**src/afk_pkg.sv**
```systemverilog
// Shared constants, types and helper functions for the arm forward kinematics core.
`timescale 1ns / 1ps
package afk_pkg;

  // Field widths.
  localparam int ANG_W   = 18;
  localparam int SUM_W   = 20;
  localparam int LEN_W   = 16;
  localparam int PX_W    = 19;
  localparam int PZ_W    = 20;
  localparam int REG_IDX_W = 2;

  // Angle reduction: an offset of twenty quarter turns makes every chain sum positive.
  localparam int QUARTER_TURN = 23040;
  localparam logic [SUM_W-1:0] ANGLE_OFFSET = 20'd460800;
  localparam logic [11:0] RECIP_45 = 12'd2913;

  // CORDIC datapath.
  localparam int CORDIC_STEPS = 20;
  localparam int XY_W = 33;
  localparam int Z_W  = 25;
  localparam logic signed [XY_W-1:0] CORDIC_GAIN = 33'sd652032874;

  // Front end latency: three reduction stages, CORDIC steps, quadrant fold.
  localparam int FRONT_LAT = 3 + CORDIC_STEPS + 1;

  // Register indexes on the configuration port.
  localparam logic [REG_IDX_W-1:0] REG_BASE_HEIGHT     = 2'd0;
  localparam logic [REG_IDX_W-1:0] REG_PROXIMAL_LENGTH = 2'd1;
  localparam logic [REG_IDX_W-1:0] REG_DISTAL_LENGTH   = 2'd2;
  localparam logic [REG_IDX_W-1:0] REG_HOLDER_LENGTH   = 2'd3;

  typedef logic signed [XY_W-1:0] trig_t;

  // Arctangent of 2^-i in Q.16 degrees, rounded to nearest.
  function automatic logic signed [Z_W-1:0] atan_deg(input int i);
    logic signed [Z_W-1:0] a;
    unique case (i)
      0:  a = 25'sd2949120;
      1:  a = 25'sd1740967;
      2:  a = 25'sd919879;
      3:  a = 25'sd466945;
      4:  a = 25'sd234379;
      5:  a = 25'sd117304;
      6:  a = 25'sd58666;
      7:  a = 25'sd29335;
      8:  a = 25'sd14668;
      9:  a = 25'sd7334;
      10: a = 25'sd3667;
      11: a = 25'sd1833;
      12: a = 25'sd917;
      13: a = 25'sd458;
      14: a = 25'sd229;
      15: a = 25'sd115;
      16: a = 25'sd57;
      17: a = 25'sd29;
      18: a = 25'sd14;
      default: a = 25'sd7;
    endcase
    return a;
  endfunction

  // Clamp a rounded planar coordinate to the 19-bit output range.
  function automatic logic signed [PX_W-1:0] sat_xy(input logic signed [25:0] v);
    logic signed [PX_W-1:0] r;
    if (v > 26'sd262143) begin
      r = 19'sd262143;
    end else if (v < -26'sd262144) begin
      r = -19'sd262144;
    end else begin
      r = v[PX_W-1:0];
    end
    return r;
  endfunction

  // Clamp the vertical position to the 20-bit output range.
  function automatic logic signed [PZ_W-1:0] sat_z(input logic signed [23:0] v);
    logic signed [PZ_W-1:0] r;
    if (v > 24'sd524287) begin
      r = 20'sd524287;
    end else if (v < -24'sd524288) begin
      r = -20'sd524288;
    end else begin
      r = v[PZ_W-1:0];
    end
    return r;
  endfunction

endpackage

```
**src/afk_angle_reduce.sv**
```systemverilog
// Three-stage reduction of a Q12.8 degree angle to a quadrant and a CORDIC residue.
`timescale 1ns / 1ps
module afk_angle_reduce (
  input  logic                                 clk,
  input  logic                                 rst_n,
  input  logic                                 in_valid,
  input  logic signed [afk_pkg::SUM_W-1:0]     in_angle,
  output logic                                 out_valid,
  output logic [1:0]                           out_quad,
  output logic signed [afk_pkg::Z_W-1:0]       out_z
);
  import afk_pkg::*;

  logic [2:0]        valid_r;
  logic [SUM_W-1:0]  val1_r;
  logic [SUM_W-1:0]  val2_r;
  logic [5:0]        qcnt_r;
  logic [22:0]       recip_prod;
  logic [SUM_W-1:0]  resid_full;
  logic [1:0]        quad_r;
  logic [14:0]       resid_r;

  // Quarter-turn count: divide by 512 with a shift, then by 45 with a reciprocal.
  assign recip_prod = 23'(val1_r[SUM_W-1:9]) * 23'(RECIP_45);
  assign resid_full = val2_r - SUM_W'(qcnt_r * 20'(QUARTER_TURN));

  // Valid bits travel with the stages.
  always_ff @(posedge clk) begin
    if (!rst_n) begin
      valid_r <= '0;
    end else begin
      valid_r <= {valid_r[1:0], in_valid};
    end
  end

  // Payload stages: offset, quarter count, residue and quadrant.
  always_ff @(posedge clk) begin
    val1_r  <= SUM_W'(in_angle + $signed(ANGLE_OFFSET));
    val2_r  <= val1_r;
    qcnt_r  <= recip_prod[22:17];
    quad_r  <= qcnt_r[1:0];
    resid_r <= resid_full[14:0];
  end

  assign out_valid = valid_r[2];
  assign out_quad  = quad_r;
  assign out_z     = $signed({2'b00, resid_r, 8'b0});

endmodule

```
**config.mk**
```make
export PLATFORM = sky130hd
export DESIGN_NAME = afk_angle_reduce
export DESIGN_NICKNAME = d
export VERILOG_FILES = /design/src/afk_pkg.sv /design/src/afk_angle_reduce.sv
export SDC_FILE = /design/constraint.sdc
export NUM_CORES = 1
export LEC_CHECK = 0
export BUFFER_PORTS_ARGS = -buffer_cell sky130_fd_sc_hd__buf_2
export CAP_MARGIN = 25
export CORE_MARGIN = 2
export CORE_UTILIZATION = 62
export CTS_BUF_LIST = sky130_fd_sc_hd__clkbuf_16
export DETAILED_ROUTE_END_ITERATION = 10
export PLACE_DENSITY = 0.95
export SYNTH_ARGS = -nofsm -noshare
export SYNTH_HDL_FRONTEND = slang
export SYNTH_SLANG_ARGS = --single-unit
```
**constraint.sdc**
```tcl
create_clock -name clk -period 7.1 [get_ports clk]
set_input_delay 1.065 -clock clk [delete_from_list [all_inputs] [get_ports clk]]
set_output_delay 1.065 -clock clk [all_outputs]
set_load 0.01 [all_outputs]
```
==> reports/qor.yml <==
outcome:
  outcome: "complete, no violations"
final_layout:
  drive_gt1_share_pct: 15.55
  fillers: 376
  finalNonFillerCells: 445
  area_delta_synth_final_pct: 15.05
  multi_input_area_sq_um: 2077
  ff_latch_area_sq_um: 1221
  nNetsFinal: 493
  antenna_cells: 0
global_routing:
  busiest_layer: "met2"
  antenna_found_initial: 0
  grt_pass1_wl_um: 11040
  grtUsageTotal_pct: 24.22
  grt_use_met2_pct: 43.83
  grtUsageMet1_pct: 23.92
  grt-ovfl-total: 0
  grt_pass1_vias: 2464
  grt_max_degree: 12
  gr-usage-met3_pct: 8.090
setup_path:
  critPathCaptureType: "register"
  cp-start-kind: "register"
  path_cells: "ha_1, xor2_1, ha_1, ha_1, fa_1, inv_1, fa_1, inv_1, ha_1, or4_4, a211oi_2, o311ai_2, a41oi_1, xnor2_1"
  worstPathArrival_ns: 4.70
  path_depth: 14
  path_max_fanout: 6
  worst_path_most_repeated_cell: "ha_1"
  critPathTopFamily: "adder cells"
  cpPeakStageDelay_ns: 0.54
  critical_path_class: "register to register"
  cpMaxStageDelayCell: "fa_1"
  required_ns: 7.36
  worstRegToRegCells: 14
  crit_buf_inv: 2
synthesis:
  synthFlopType: "dfxtp_1"
  syn-cell-area_sq_um: 3591
  yosysTopAreaCell: "dfxtp_1"
  synth_area_leaders: "dfxtp_1, ha_1, fa_1, inv_1, xnor2_1"
  synthArstFlopShare_pct: 0
  synth_cells: 318
  synth_commonest_cells: "ha_1, inv_1, dfxtp_1"
  synth_seq_area_share_pct: 34.01
  ys_seq_elements: 61
  synth_edf_count: 0
  yosysMostFrequentCell: "ha_1"
  synth_area_per_cell_sq_um: 11.29
  ys.warnings.count: 0
  ys_types: 30
  synth_top_area_share_pct: 34.01
drt:
  routed_wl_um: 6667
  ant_nets: 0
  drt_first_pass_iters: 4
  viasPerCell: 5.119
  wire_per_inst_um: 14.98
  drcViolationCount: 0
  num_vias: 2278
  drt_iter0_markers: 59
placement:
  dpl.cell_count: 429
  dp_hpwl_um: 5224
  io_buffers: 40
  dp_slack_ns: 2.700
  place.gp.congestion: 0.8248
sta:
  worstMarginPinSlew_ns: 0.5750
  grt_setup_unrepaired: "no"
  relSlewSlack_pct: 61.61
  whs_ns: 0.3197
  layout_setup_ws_ns: 2.661
  setup_viol: 0
  min_period_ns: 4.439
  slew_violations: 0
  fin_crit_sh_pct: 62.52
  fmax_mhz: 225.3
  finClkSkew_ns: 0.007102
  hold_viol: 0
  fin_setup_tns_ns: 0
clock_network:
  cts-root-buf: "clkbuf_16"
  hold_buffers: 0
  clock_path_buffers: 2
  cts_max_level: 3
  numCtsBuffers: 9
  clock_sinks: 61
  cts_tree: "yes"
  clkTransAtPathRegs_ns: 0.05
  post_cts_buffers: 0
  cts_resized: 0
  clk_latency_ns: 0.33
power:
  power.density_nw_per_um2: 519.1
  peakVddDrop_mv: 0.3609
  p_leak_nw: 2.210
hold_path:
  hold_class: "register to register"
  hold_depth: 0
die:
  initial_core_util_pct: 64.81
  dieArea_sq_um: 6417
  rows: 27
  die_x_um: 80.11
  coreArea_sq_um: 5540
  pin_count: 51
  die-height_um: 80.11
run:
  max_cap_viol_count: 0
placed cells by master (no fill, tap or decap), drive strengths merged, types with 2 or more instances in the layout:
master / instances
clkinv: 2
conb: 10
dfxtp: 61
clkinvlp: 2
xnor2: 19
buf: 40
nand2: 4
ha: 75
inv: 69
o21ai: 4
and2: 4
xor2: 8
clkbuf: 9
nand3: 5
a21oi: 7
a21o: 6
nor3: 5
nor2: 2
fa: 27
logic make-up (layout without fill, tap and decap cells):
kind of cell | Yosys count | in the layout | synth area share [%]
AOI/OAI and AO/OA | 24 | 24 | 4.947
adders and majority gates | 102 | 102 | 41.18
xor gates and xnor gates | 27 | 27 | 6.585
DFF | 61 | 61 | 34.01
and+or+nand+nor | 26 | 26 | 4.077
other | 1 | 10 | 0.1044
buffers and inverters | 77 | 123 | 9.094
registers in the layout (all words and copies together) (netlist names):
signal	count
val1_r	20
resid_r	15
val2_r	15
qcnt_r	6
valid_r	3
out_quad	2
layout make-up:
class | instances | share of cell area (%)
Multi-Input combinational cell | 189 | 50.27
Sequential cell | 61 | 29.56
Inverter | 67 | 6.087
Clock buffer | 9 | 5.451
Timing Repair Buffer | 40 | 4.846
Tap cell | 72 | 2.180
Clock inverter | 7 | 1.605
report_power, final:
group          internal [mW]  switching [mW]  total, mW
Clock                  0.269           0.146      0.415
Sequential             0.419          0.0318      0.451
Combinational          0.598           0.681       1.28
Total                   1.29           0.859       2.14
layer usage:
metal	up-vias	part of all wire (%)
met5	-	0
met4	0	4.1
met3	22	4.5
met2	65	55
met1	1087	37
li1	1104	-
path summary, 6_finish.rpt:
| kind | slack (ns) | end | startpoint |
|---|---|---|---|
| setup / recovery | 2.66 | qcnt_r[4] | val1_r[12] |
| hold / removal | 0.32 | val2_r[2] | val1_r[2] |
| setup reg to reg | 2.66 | qcnt_r[4] | val1_r[12] |
| hold reg to reg | 0.32 | val2_r[2] | val1_r[2] |
stage by stage:
step,power [mW],area (sq um),util [%]
2_1_floorplan,1.420,3625,-
5_1_grt,2.337,4131,74.57
4_1_cts,2.175,4131,74.57
3_5_place_dp,1.696,3840,69.31
3_3_place_gp,1.598,3840,69.31
6_report,2.145,4131,74.57
No activity file was read; power rests on OpenSTA's default activity.
